### src/hdl/radar_report_frame_parser_top_defines.svh
// ----------------------------------------------------------------------------
// Radar report frame parser assertion macros
// Shared concurrent assertion forms for the frame parser.
// ----------------------------------------------------------------------------
`ifndef RADAR_REPORT_FRAME_PARSER_TOP_DEFINES_SVH
`define RADAR_REPORT_FRAME_PARSER_TOP_DEFINES_SVH

// The consequent must hold in the same cycle as the antecedent.
`define RRFP_ASSERT_SAME(label, clk, rst_n, ante, cons) \
  label: assert property (@(posedge clk) disable iff (!rst_n) (ante) |-> (cons)) \
    else $error("frame parser assertion failed");

// The consequent must hold in the cycle after the antecedent.
`define RRFP_ASSERT_NEXT(label, clk, rst_n, ante, cons) \
  label: assert property (@(posedge clk) disable iff (!rst_n) (ante) |=> (cons)) \
    else $error("frame parser assertion failed");

`endif

### src/hdl/rrfp_pkg.sv
// ----------------------------------------------------------------------------
// Radar report frame parser package
// Types, frame constants and derived widths of the frame parser.
// ----------------------------------------------------------------------------
`default_nettype none

package rrfp_pkg;

  localparam int MAX_PAYLOAD = 64;
  localparam int POS_W       = $clog2(MAX_PAYLOAD);
  localparam int LEN_W       = $clog2(MAX_PAYLOAD + 1);

  localparam int HDR_LEN        = 4;
  localparam int REPORT_POS     = 12;
  localparam int GATE_FIRST_POS = 13;
  localparam int GATE_COUNT     = 9;
  localparam int GATE_LAST_POS  = GATE_FIRST_POS + 2 * GATE_COUNT - 1;
  localparam int GATE_W         = 5;
  localparam int ACK_FIELD_LEN  = 3;
  localparam int DETECT_POS     = 9;
  localparam int LAST_LAT0_POS  = 8;

  localparam logic [7:0] REPORT_HDR [HDR_LEN] = '{8'hF4, 8'hF3, 8'hF2, 8'hF1};
  localparam logic [7:0] ACK_HDR    [HDR_LEN] = '{8'hFD, 8'hFC, 8'hFB, 8'hFA};

  localparam logic [15:0] ACK_CLR_MASK = 16'h0100;
  localparam logic [7:0]  ENG_MODE     = 8'd1;

  localparam int         PADDR_W        = 3;
  localparam logic       REG_EXP_CMD    = 1'b0;
  localparam logic       REG_ACK_WAIT   = 1'b1;

  typedef enum logic [1:0] {
    KIND_REPORT = 2'd0,
    KIND_GATE   = 2'd1,
    KIND_ACK    = 2'd2
  } kind_e;

  typedef struct packed {
    kind_e       result_kind;
    logic [7:0]  report_mode;
    logic [7:0]  target_state;
    logic [15:0] moving_distance;
    logic [7:0]  moving_energy;
    logic [15:0] still_distance;
    logic [7:0]  still_energy;
    logic [15:0] detect_distance;
    logic [4:0]  gate_index;
    logic [7:0]  gate_energy;
    logic [15:0] ack_word;
    logic [7:0]  ack_status;
  } res_t;

endpackage

`default_nettype wire

### src/hdl/radar_report_frame_parser_top.sv
// ----------------------------------------------------------------------------
// Radar report frame parser
// Byte-serial parser for report and acknowledge frames of a radar link.
// ----------------------------------------------------------------------------
//  Channel   Direction  Handshake                 Payload
//  rx        in         rx_valid_i / rx_stall_o   rx_byte_i
//  res       out        res_valid_o / res_stall_i result fields, one port each
//  apb       in         psel, penable, pwrite     paddr, pwdata, prdata
//
//  One byte is taken per cycle while rx_stall_o is low; each byte updates
//  the parser state and any result it causes lands in the output stage.
//  A two-entry output stage (output register plus skid register) lets
//  bytes flow while a result waits; rx_stall_o rises only when both are full.
//  Reset clears the parser to header hunting and both registers to zero.
// ----------------------------------------------------------------------------
`default_nettype none

`include "radar_report_frame_parser_top_defines.svh"

module radar_report_frame_parser_top
  import rrfp_pkg::*;
(
  input  wire logic                clk_i,
  input  wire logic                rst_ni,
  input  wire logic                rx_valid_i,
  output logic                     rx_stall_o,
  input  wire logic [7:0]          rx_byte_i,
  output logic                     res_valid_o,
  input  wire logic                res_stall_i,
  output logic [1:0]               result_kind_o,
  output logic [7:0]               report_mode_o,
  output logic [7:0]               target_state_o,
  output logic [15:0]              moving_distance_o,
  output logic [7:0]               moving_energy_o,
  output logic [15:0]              still_distance_o,
  output logic [7:0]               still_energy_o,
  output logic [15:0]              detect_distance_o,
  output logic [4:0]               gate_index_o,
  output logic [7:0]               gate_energy_o,
  output logic [15:0]              ack_word_o,
  output logic [7:0]               ack_status_o,
  input  wire logic                psel,
  input  wire logic                penable,
  input  wire logic                pwrite,
  input  wire logic [PADDR_W-1:0]  paddr,
  input  wire logic [31:0]         pwdata,
  output logic [31:0]              prdata,
  output logic                     pready
);

  typedef enum logic [1:0] {
    PH_HUNT    = 2'd0,
    PH_LEN_LO  = 2'd1,
    PH_LEN_HI  = 2'd2,
    PH_PAYLOAD = 2'd3
  } phase_e;

  phase_e            phase_q, phase_d;
  logic [2:0]        hm_q, hm_d;
  logic              is_ack_q, is_ack_d;
  logic [7:0]        len_lo_q, len_lo_d;
  logic [LEN_W-1:0]  len_q, len_d;
  logic [POS_W-1:0]  pos_q, pos_d;
  logic [63:0]       lat0_q, lat0_d;
  logic [15:0]       lat1_q, lat1_d;
  logic [15:0]       exp_cmd_q;
  logic              ack_wait_q;
  logic              out_valid_q, skid_valid_q;
  res_t              out_q, skid_q;

  logic              in_acc, drain, res_v, last, cfg_wr;
  res_t              res, rep_res, ack_res;
  logic [15:0]       full_len, ack_word;
  logic [7:0]        hdr_exp;
  logic [POS_W-1:0]  gate_off;
  logic              ack_ok, ack_end;

  assign rx_stall_o = skid_valid_q;
  assign in_acc     = rx_valid_i && !rx_stall_o;
  assign drain      = out_valid_q && !res_stall_i;
  assign cfg_wr     = psel && penable && pwrite && pready;
  assign pready     = 1'b1;

  always_comb begin
    case (paddr[2])
      REG_EXP_CMD:  prdata = {16'd0, exp_cmd_q};
      REG_ACK_WAIT: prdata = {31'd0, ack_wait_q};
      default:      prdata = 32'd0;
    endcase
  end

  always_comb begin
    phase_d  = phase_q;
    hm_d     = hm_q;
    is_ack_d = is_ack_q;
    len_lo_d = len_lo_q;
    len_d    = len_q;
    pos_d    = pos_q;
    lat0_d   = lat0_q;
    lat1_d   = lat1_q;
    res_v    = 1'b0;
    ack_end  = 1'b0;
    full_len = {rx_byte_i, len_lo_q};
    hdr_exp  = is_ack_q ? ACK_HDR[hm_q[1:0]] : REPORT_HDR[hm_q[1:0]];
    last     = (LEN_W'(pos_q) + LEN_W'(1)) == len_q;
    gate_off = pos_q - POS_W'(GATE_FIRST_POS);

    case (phase_q)
      PH_HUNT: begin
        if (hm_q != 3'd0 && hm_q < 3'(HDR_LEN) && rx_byte_i == hdr_exp) begin
          hm_d = hm_q + 3'd1;
          if (hm_d == 3'(HDR_LEN)) begin
            phase_d = PH_LEN_LO;
            hm_d    = 3'd0;
          end
        end else begin
          hm_d     = (rx_byte_i == REPORT_HDR[0] || rx_byte_i == ACK_HDR[0]) ? 3'd1 : 3'd0;
          is_ack_d = (rx_byte_i == ACK_HDR[0]);
        end
      end
      PH_LEN_LO: begin
        len_lo_d = rx_byte_i;
        phase_d  = PH_LEN_HI;
      end
      PH_LEN_HI: begin
        pos_d   = '0;
        lat0_d  = '0;
        lat1_d  = '0;
        len_d   = full_len[LEN_W-1:0];
        phase_d = PH_PAYLOAD;
        if (full_len > 16'(MAX_PAYLOAD) || full_len == 16'd0) begin
          phase_d  = PH_HUNT;
          hm_d     = 3'd0;
          is_ack_d = 1'b0;
          res_v    = (full_len == 16'd0) && !is_ack_q;
          ack_end  = (full_len == 16'd0) && is_ack_q;
        end
      end
      PH_PAYLOAD: begin
        for (int k = 0; k < 8; k++) begin
          if (is_ack_q ? (k < ACK_FIELD_LEN && pos_q == POS_W'(k))
                       : (k == 0 ? pos_q == '0
                                 : pos_q == POS_W'(k + 1))) begin
            lat0_d[8*k +: 8] = rx_byte_i;
          end
        end
        if (!is_ack_q && pos_q == POS_W'(DETECT_POS)) begin
          lat1_d[7:0] = rx_byte_i;
        end
        if (!is_ack_q && pos_q == POS_W'(DETECT_POS + 1)) begin
          lat1_d[15:8] = rx_byte_i;
        end
        if (is_ack_q) begin
          ack_end = last;
        end else if (pos_q == POS_W'(REPORT_POS)
                     || (pos_q < POS_W'(REPORT_POS) && last)) begin
          res_v = 1'b1;
        end else if (pos_q >= POS_W'(GATE_FIRST_POS) && pos_q <= POS_W'(GATE_LAST_POS)
                     && lat0_d[7:0] == ENG_MODE) begin
          res_v = 1'b1;
        end
        if (last) begin
          phase_d  = PH_HUNT;
          hm_d     = 3'd0;
          is_ack_d = 1'b0;
        end else begin
          pos_d = pos_q + POS_W'(1);
        end
      end
      default: phase_d = PH_HUNT;
    endcase

    ack_word = lat0_d[15:0] & ~ACK_CLR_MASK;
    ack_ok   = ack_wait_q && ack_word == exp_cmd_q;
    if (ack_end && ack_ok) begin
      res_v = 1'b1;
    end

    rep_res                 = '0;
    rep_res.result_kind     = KIND_REPORT;
    rep_res.report_mode     = lat0_d[7:0];
    rep_res.target_state    = lat0_d[15:8];
    rep_res.moving_distance = lat0_d[31:16];
    rep_res.moving_energy   = lat0_d[39:32];
    rep_res.still_distance  = lat0_d[55:40];
    rep_res.still_energy    = lat0_d[63:56];
    rep_res.detect_distance = lat1_d;

    ack_res             = '0;
    ack_res.result_kind = KIND_ACK;
    ack_res.ack_word    = ack_word;
    ack_res.ack_status  = lat0_d[23:16];

    if (is_ack_q) begin
      res = ack_res;
    end else if (phase_q == PH_PAYLOAD && pos_q >= POS_W'(GATE_FIRST_POS)) begin
      res             = '0;
      res.result_kind = KIND_GATE;
      res.gate_index  = gate_off[GATE_W-1:0];
      res.gate_energy = rx_byte_i;
    end else begin
      res = rep_res;
    end
  end

  always_ff @(posedge clk_i or negedge rst_ni) begin
    if (!rst_ni) begin
      phase_q      <= PH_HUNT;
      hm_q         <= 3'd0;
      is_ack_q     <= 1'b0;
      len_lo_q     <= 8'd0;
      len_q        <= '0;
      pos_q        <= '0;
      lat0_q       <= '0;
      lat1_q       <= '0;
      exp_cmd_q    <= 16'd0;
      ack_wait_q   <= 1'b0;
      out_valid_q  <= 1'b0;
      skid_valid_q <= 1'b0;
      out_q        <= '0;
      skid_q       <= '0;
    end else begin
      if (cfg_wr) begin
        case (paddr[2])
          REG_EXP_CMD:  exp_cmd_q  <= pwdata[15:0];
          REG_ACK_WAIT: ack_wait_q <= pwdata[0];
          default:      ;
        endcase
      end
      if (in_acc) begin
        phase_q  <= phase_d;
        hm_q     <= hm_d;
        is_ack_q <= is_ack_d;
        len_lo_q <= len_lo_d;
        len_q    <= len_d;
        pos_q    <= pos_d;
        lat0_q   <= lat0_d;
        lat1_q   <= lat1_d;
      end
      if (!out_valid_q || drain) begin
        if (skid_valid_q) begin
          out_q        <= skid_q;
          out_valid_q  <= 1'b1;
          skid_valid_q <= 1'b0;
        end else begin
          out_q       <= res;
          out_valid_q <= in_acc && res_v;
        end
      end else if (in_acc && res_v) begin
        skid_q       <= res;
        skid_valid_q <= 1'b1;
      end
    end
  end

  assign res_valid_o       = out_valid_q;
  assign result_kind_o     = out_q.result_kind;
  assign report_mode_o     = out_q.report_mode;
  assign target_state_o    = out_q.target_state;
  assign moving_distance_o = out_q.moving_distance;
  assign moving_energy_o   = out_q.moving_energy;
  assign still_distance_o  = out_q.still_distance;
  assign still_energy_o    = out_q.still_energy;
  assign detect_distance_o = out_q.detect_distance;
  assign gate_index_o      = out_q.gate_index;
  assign gate_energy_o     = out_q.gate_energy;
  assign ack_word_o        = out_q.ack_word;
  assign ack_status_o      = out_q.ack_status;

  `RRFP_ASSERT_SAME(a_skid_behind_out, clk_i, rst_ni, skid_valid_q, out_valid_q)
  `RRFP_ASSERT_SAME(a_pos_in_frame, clk_i, rst_ni, phase_q == PH_PAYLOAD,
                    LEN_W'(pos_q) < len_q)
  `RRFP_ASSERT_NEXT(a_blocked_result_kept, clk_i, rst_ni,
                    in_acc && res_v && out_valid_q && res_stall_i, skid_valid_q)
  `RRFP_ASSERT_SAME(a_gate_index_range, clk_i, rst_ni,
                    out_valid_q && out_q.result_kind == KIND_GATE,
                    out_q.gate_index <= 5'(2 * GATE_COUNT - 1))

endmodule

`default_nettype wire

### config.mk
export PLATFORM = sky130hd
export DESIGN_NAME = radar_report_frame_parser_top
export DESIGN_NICKNAME = d
export VERILOG_FILES = /design/src/hdl/rrfp_pkg.sv /design/src/hdl/radar_report_frame_parser_top.sv
export VERILOG_INCLUDE_DIRS = /design/src /design/src/hdl
export SDC_FILE = /design/constraint.sdc
export NUM_CORES = 1
export LEC_CHECK = 0
export ABC_AREA = 1
export BUFFER_PORTS_ARGS = -buffer_cell sky130_fd_sc_hd__buf_2
export CAP_MARGIN = 25
export CORE_MARGIN = 1
export CORE_UTILIZATION = 45
export DETAILED_ROUTE_END_ITERATION = 16
export PLACE_DENSITY = 0.66
export RECOVER_POWER = 25
export SLEW_MARGIN = 5
export SYNTH_ARGS = -nofsm -noshare
export SYNTH_HDL_FRONTEND = slang
export SYNTH_SLANG_ARGS = --single-unit
### constraint.sdc
create_clock -name clk_i -period 2.7 [get_ports clk_i]
set_input_delay 0.135 -clock clk_i [delete_from_list [all_inputs] [get_ports clk_i]]
set_output_delay 0.135 -clock clk_i [all_outputs]
set_load 0.005 [all_outputs]
-- Yosys cells after proc, flatten, opt, wreduce, memory -nomap -nowiden
Index checks and enable logic that the tools add are counted.
- add/subtract/negate cells: 4
- order comparisons: 6
- eq/ne operators: 27
- muxes and demuxes: 60
- bitwise logic cells: 3
- reduce and logical (&&, ||, !) cells: 41
- operators by type and width (cell ; count):
    119-bit 2-to-1 mux ; 2
    8-bit 2-to-1 mux ; 16
    64-bit case mux with 2 select lines ; 1
    118-bit 2-to-1 mux ; 1
    32-bit case mux with 2 select lines ; 1
    8-bit binary-select mux with 2-bit select ; 2
    16-bit case mux with 2 select lines ; 1
    6-bit by 3-bit equality test with 1-bit output (second input constant) ; 4
    6-bit by 4-bit equality test with 1-bit output (second input constant) ; 4
    1-bit 2-to-1 mux ; 21
    1-bit logical AND ; 17
    16-bit equality test ; 1
    8-bit equality test (second input constant) ; 2
    16-bit by 7-bit greater-than comparator with 1-bit output (second input constant) ; 1
    16-bit zero test ; 1
    6-bit by 2-bit equality test with 1-bit output (second input constant) ; 2
    3-bit 2-to-1 mux ; 4
    2-bit != test (second input constant) ; 6
    6-bit case mux with 2 select lines ; 1
    2-bit AND reduction ; 5
    3-bit case mux with 3 select lines ; 1
    8-bit by 1-bit equality test with 1-bit output (second input constant) ; 1
    8-bit equality test ; 1
    2-bit 2-to-1 mux ; 4
    29 further kinds ; 41
- flip-flop bits (word level): 364
- input bits: 50
- output and inout bits: 154
- logic and storage cells: 177

-- Depth between registers and ports, before layout
- depth in word-level cells: 13
- mapped depth: 21
- mapped depth without buffers: 18

-- Worst setup path after synthesis
OpenSTA, ideal clock, no wires.
- kind: register to register
- start point: reg pos_q[0]
- end point: reg skid_q[86] (netlist name)
- setup time: 117 ps
- arrival: 2451 ps
- required time: 2583 ps
- path slack: 132 ps
- stages on the path, launching flop included: 19
- path buffers: 3
- clock period less this slack: 2568 ps
- cells stage by stage: dfrtp_1 -> inv_1 -> ha_1 -> clkbuf_1 -> nand3_2 -> nand2_1 -> nand3_1 -> nand3_1 -> nand2_1 -> nor3_1 -> nand2_1 -> nor2_1 -> nand3_1 -> nand2_2 -> nand3_2 -> buf_4 -> buf_2 -> nand2_1 -> nand2_1
- word-level cells in the longest chain between the ends: 12
- elaborated cells on any way between the ends: 37
- classes of those cells: add/sub (1); order compare (3); eq/ne (7); mux (16); reduce/logical (10)
- ends and longest elaborated chain (what ; RTL line ; RTL):
    start, declared ; radar_report_frame_parser_top.sv:63 ; logic [POS_W-1:0] pos_q, pos_d;
    start signal, assigned ; radar_report_frame_parser_top.sv:236 ; pos_q <= pos_d;
    parallel branches: the longest is 12 deep, another holds 6-bit by 1-bit adder with 7-bit output ; n/a ;
    end signal, assigned ; radar_report_frame_parser_top.sv:250 ; skid_q <= res;
    end, declared ; radar_report_frame_parser_top.sv:69 ; res_t out_q, skid_q;
Parallel ways; which one is timed is not known. The select of a mux whose other input is x is not followed.
A chain may end at the register's enable or synchronous reset.

-- Final worst setup path
- start point: reg pos_q[0]
- end point: reg skid_q[46] (netlist name)
Same word-level chain as after synthesis.

==> results by group <==
Outcome
  • Status: finished, violations left
  • Violated checks: capacitance limit, slew limit, setup timing

Logic synthesis
  • Post-synthesis instance area: 18,400 µm²
  • Number of enable-type register cells in the synthesized netlist: 0
  • Synth top area cells: sky130_fd_sc_hd__dfrtp_1, sky130_fd_sc_hd__nand2_1, sky130_fd_sc_hd__o21ai_0
  • Post-synth top area share: 49.2%
  • Cell types with the highest counts after synthesis: sky130_fd_sc_hd__nand2_1, sky130_fd_sc_hd__dfrtp_1, sky130_fd_sc_hd__o21ai_0
  • Leading area contributor after synthesis: sky130_fd_sc_hd__dfrtp_1
  • Portion of the post-synthesis area used by sequential elements: 49.2%
  • Cell with the most instances after synthesis: sky130_fd_sc_hd__nand2_1
  • Register bit count reported by yosys: 362
  • Count of distinct cell types in the synthesized netlist: 34
  • Average instance area after synthesis: 7.63 µm²
  • Fraction of registers with async set/reset: 100%
  • Number of synthesis warnings: 0
  • Predominant post-synthesis flop cell: sky130_fd_sc_hd__dfrtp_1
  • Gate Count Post-Synth: 2,414

Timing
  • Worst-Margin Slew: 2.02 ns
  • Max Clock Skew: 0.0184 ns
  • Final setup violation count: 29
  • Setup TNS: -0.365 ns
  • Final number of hold-violating endpoints: 0
  • WHS: 0.0680 ns
  • Tightest slew margin relative to the limit: -34.6%
  • RSZ-0062 raised after global routing: true
  • Tcrit/Tclk final: 101%
  • Min Tclk post-route: 2.73 ns
  • Final slew viol count: 70
  • Worst Slack Setup Final: -0.0307 ns
  • Maximum achievable frequency: 366 MHz

Clocking
  • Clock tree buffer depth: 3
  • Worst skew pair latency: 0.57 ns
  • Buffer cell driving the clock tree root: sky130_fd_sc_hd__clkbuf_16
  • Maximum level of the CTS H-tree: 2
  • Clock-pin slew on the worst setup and hold paths: 0.06 ns
  • Clock tree from TritonCTS: yes
  • Clock net sink count: 362
  • Number of clock buffers inserted by TritonCTS: 41

Finish
  • Share of post-route cells with drive strength above 1: 16.5%
  • Relative area change from synthesis to final layout: 21.7%
  • Number of nets in the finished design: 2,653
  • Post-Route Utilization: 55.9%
  • Layout filler cell count: 3,694
  • Final Non-Filler Cells: 3,153

GRT
  • Wire length of the first global-routing pass: 89,400 µm
  • Overall Global Routing Usage: 27.0%
  • Vias in the first global route: 16.6k
  • Sum of overflow across all layers after global routing: 0
  • Largest net degree at the start of global routing: 127
  • Number of antenna violations at the first check in global routing: 3

Pwr
  • Leakage Power: 0.0114 µW
  • Tot Pwr: 12,000 µW
  • Cell Pwr Density: 536 nW/µm²
  • Peak supply drop: 0.000383 V

Worst setup path
  • Slowest cell delay on critical path: 0.40 ns
  • Critical Path Source Type: flop
  • WP data required: 3.14 ns
  • Sort of element at the end of the critical path: flop
  • Critical path's slowest cell: sky130_fd_sc_hd__dfrtp_1
  • Data arrival time of the critical path: 3.18 ns
  • Crit Path Max Fanout: 6
  • Category of the most critical setup path: flop to flop
  • Chain of cells forming the critical path: inv_2 -> buf_6 -> ha_4 -> nand3_4 -> nand2_4 -> nand2_8 -> buf_6 -> nand2_4 -> nand3_2 -> nand2_2 -> xor2_1 -> nand2_1 -> nor2_1 -> nand3_1 -> nand2_4 -> nand3_4 -> buf_12 -> buf_12 -> clkbuf_16 -> nand2_1 -> nand2_1

Place
  • Total of buffers placed on input and output ports: 167
  • Global placement routability congestion: 0.899
  • Placed Cells: 3,032
  • Final HPWL from detailed placement: 34,700 µm

Floorplan
  • DIE AREA: 41,800 µm²
  • Top-level I/O count: 204
  • Overall die width: 204 µm
  • Core region area: 40,100 µm²
  • Vertical die dimension: 204 µm
  • Initial standard-cell utilization of the core: 45.9%
  • Core Rows: 73

Drt
  • DR WL/cell: 18.5 µm
  • Via count: 17.7k
  • Drt total wl: 58,200 µm
  • Number of search-and-repair iterations in the first detailed-routing pass: 7
  • Vias per std cell: 5.60
  • DR DRC count: 0
  • Routed Antenna Nets: 0
  • DRC marker count from the first detailed-route iteration: 1,656

Job
  • Max_cap viols: 1

Hold path
  • Class of the tightest hold or removal check: primary input to flop
[layer usage]
layer / vias to the layer above / share of wire, % / track usage [%]
li1: 8266 / - / -
met1: 8565 / 43 / 37.5
met2: 714 / 46 / 42.2
met3: 127 / 7.0 / 3.73
met4: 0 / 3.7 / 11.6
met5: - / 0 / 0
[cell usage in the layout (no fill, tap or decap), types with 79 or more instances in the layout]
cell / netlist / final
sky130_fd_sc_hd__nand2_1: 606 / 590
sky130_fd_sc_hd__dfrtp_1: 362 / 360
sky130_fd_sc_hd__o21ai_0: 327 / 325
sky130_fd_sc_hd__inv_1: 230 / 224
sky130_fd_sc_hd__nor2_1: 218 / 214
sky130_fd_sc_hd__buf_2: 11 / 166
sky130_fd_sc_hd__nand4_1: 134 / 134
sky130_fd_sc_hd__buf_4: 31 / 93
sky130_fd_sc_hd__nand3_1: 108 / 91
sky130_fd_sc_hd__a21oi_1: 84 / 83
sky130_fd_sc_hd__o22ai_1: 79 / 79
[stage by stage]
stage	setup slack (ns)	instance area (µm²)
3_5_place_dp	-0.0908	20200
4_1_cts	-0.0135	22000
5_1_grt	-0.156	22400
3_3_place_gp	-0.0794	20200
2_1_floorplan	0.132	18500
6_report	-0.0307	22400
[report_power, final]
group          switching (µW)  internal, µW
Clock                    2280          3440
Combinational             474           231
Sequential               62.3          5530
Total                    2820          9200
[registers in the layout, indices dropped and copies added, names as in the netlist, 5 cells and up]
register	count
still_distance_o	16
moving_energy_o	8
gate_index_o	5
gate_energy_o	8
target_state_o	8
ack_status_o	8
detect_distance_o	16
lat0_q	64
pos_q	6
moving_distance_o	16
len_lo_q	8
skid_q	118
len_q	7
lat1_q	16
report_mode_o	8
exp_cmd_q	16
still_energy_o	8
ack_word_o	15
[cell families after synthesis]
kind of cell,synth area share [%]
simple gates,25.0
compound gates,14.6
buf+inv,9.96
flops,49.2
xor+xnor,0.475
fa+ha+maj,0.543
mux,0.183
other cells,0.0408
[cell type report]
cell class | instances | area [µm²] | area share (%)
multi-input combinational | 1635 | 7870 | 35.1
antenna | 3 | 7.51 | 0.0335
inverter | 233 | 880 | 3.92
clock buffer | 61 | 1230 | 5.50
tap | 525 | 657 | 2.93
timing repair buffer | 322 | 2560 | 11.4
sequential | 362 | 9060 | 40.4
clock inverter | 12 | 139 | 0.620
[final timing paths]
kind	from	to	slack, ns	depth (start not counted)
worst max register to register	pos_q[0]	skid_q[46]	-0.03	21
worst min register to register	skid_q[71]	skid_q[71]	0.46	2
max in group asynchronous	rst_ni	phase_q[1]	0.34	3
worst max-delay path	pos_q[0]	skid_q[46]	-0.03	21
worst min-delay path	rx_byte_i[3]	lat0_q[11]	0.07	3
min in group asynchronous	rst_ni	still_distance_o[0]	0.67	2
[critical path, delay by kind of cell, from the launching register on]
kind | cells | cell delay [ns]
and+or+nand+nor | 13 | 1.09
buffers and inverters | 6 | 0.82
DFF | 1 | 0.40
xor gates and xnor gates | 1 | 0.17
adders and majority gates | 1 | 0.14
[timing repair]
item                       in CTS  in global routing
hold buffers                   18                  0
gates cloned                    2                 11
resized for setup              25                 43
setup endpoints to repair     110                122
buffers inserted                5                  9
hold endpoints to repair       82                  0
pin swaps                      11                 26
(Power assumes the default switching activity.)
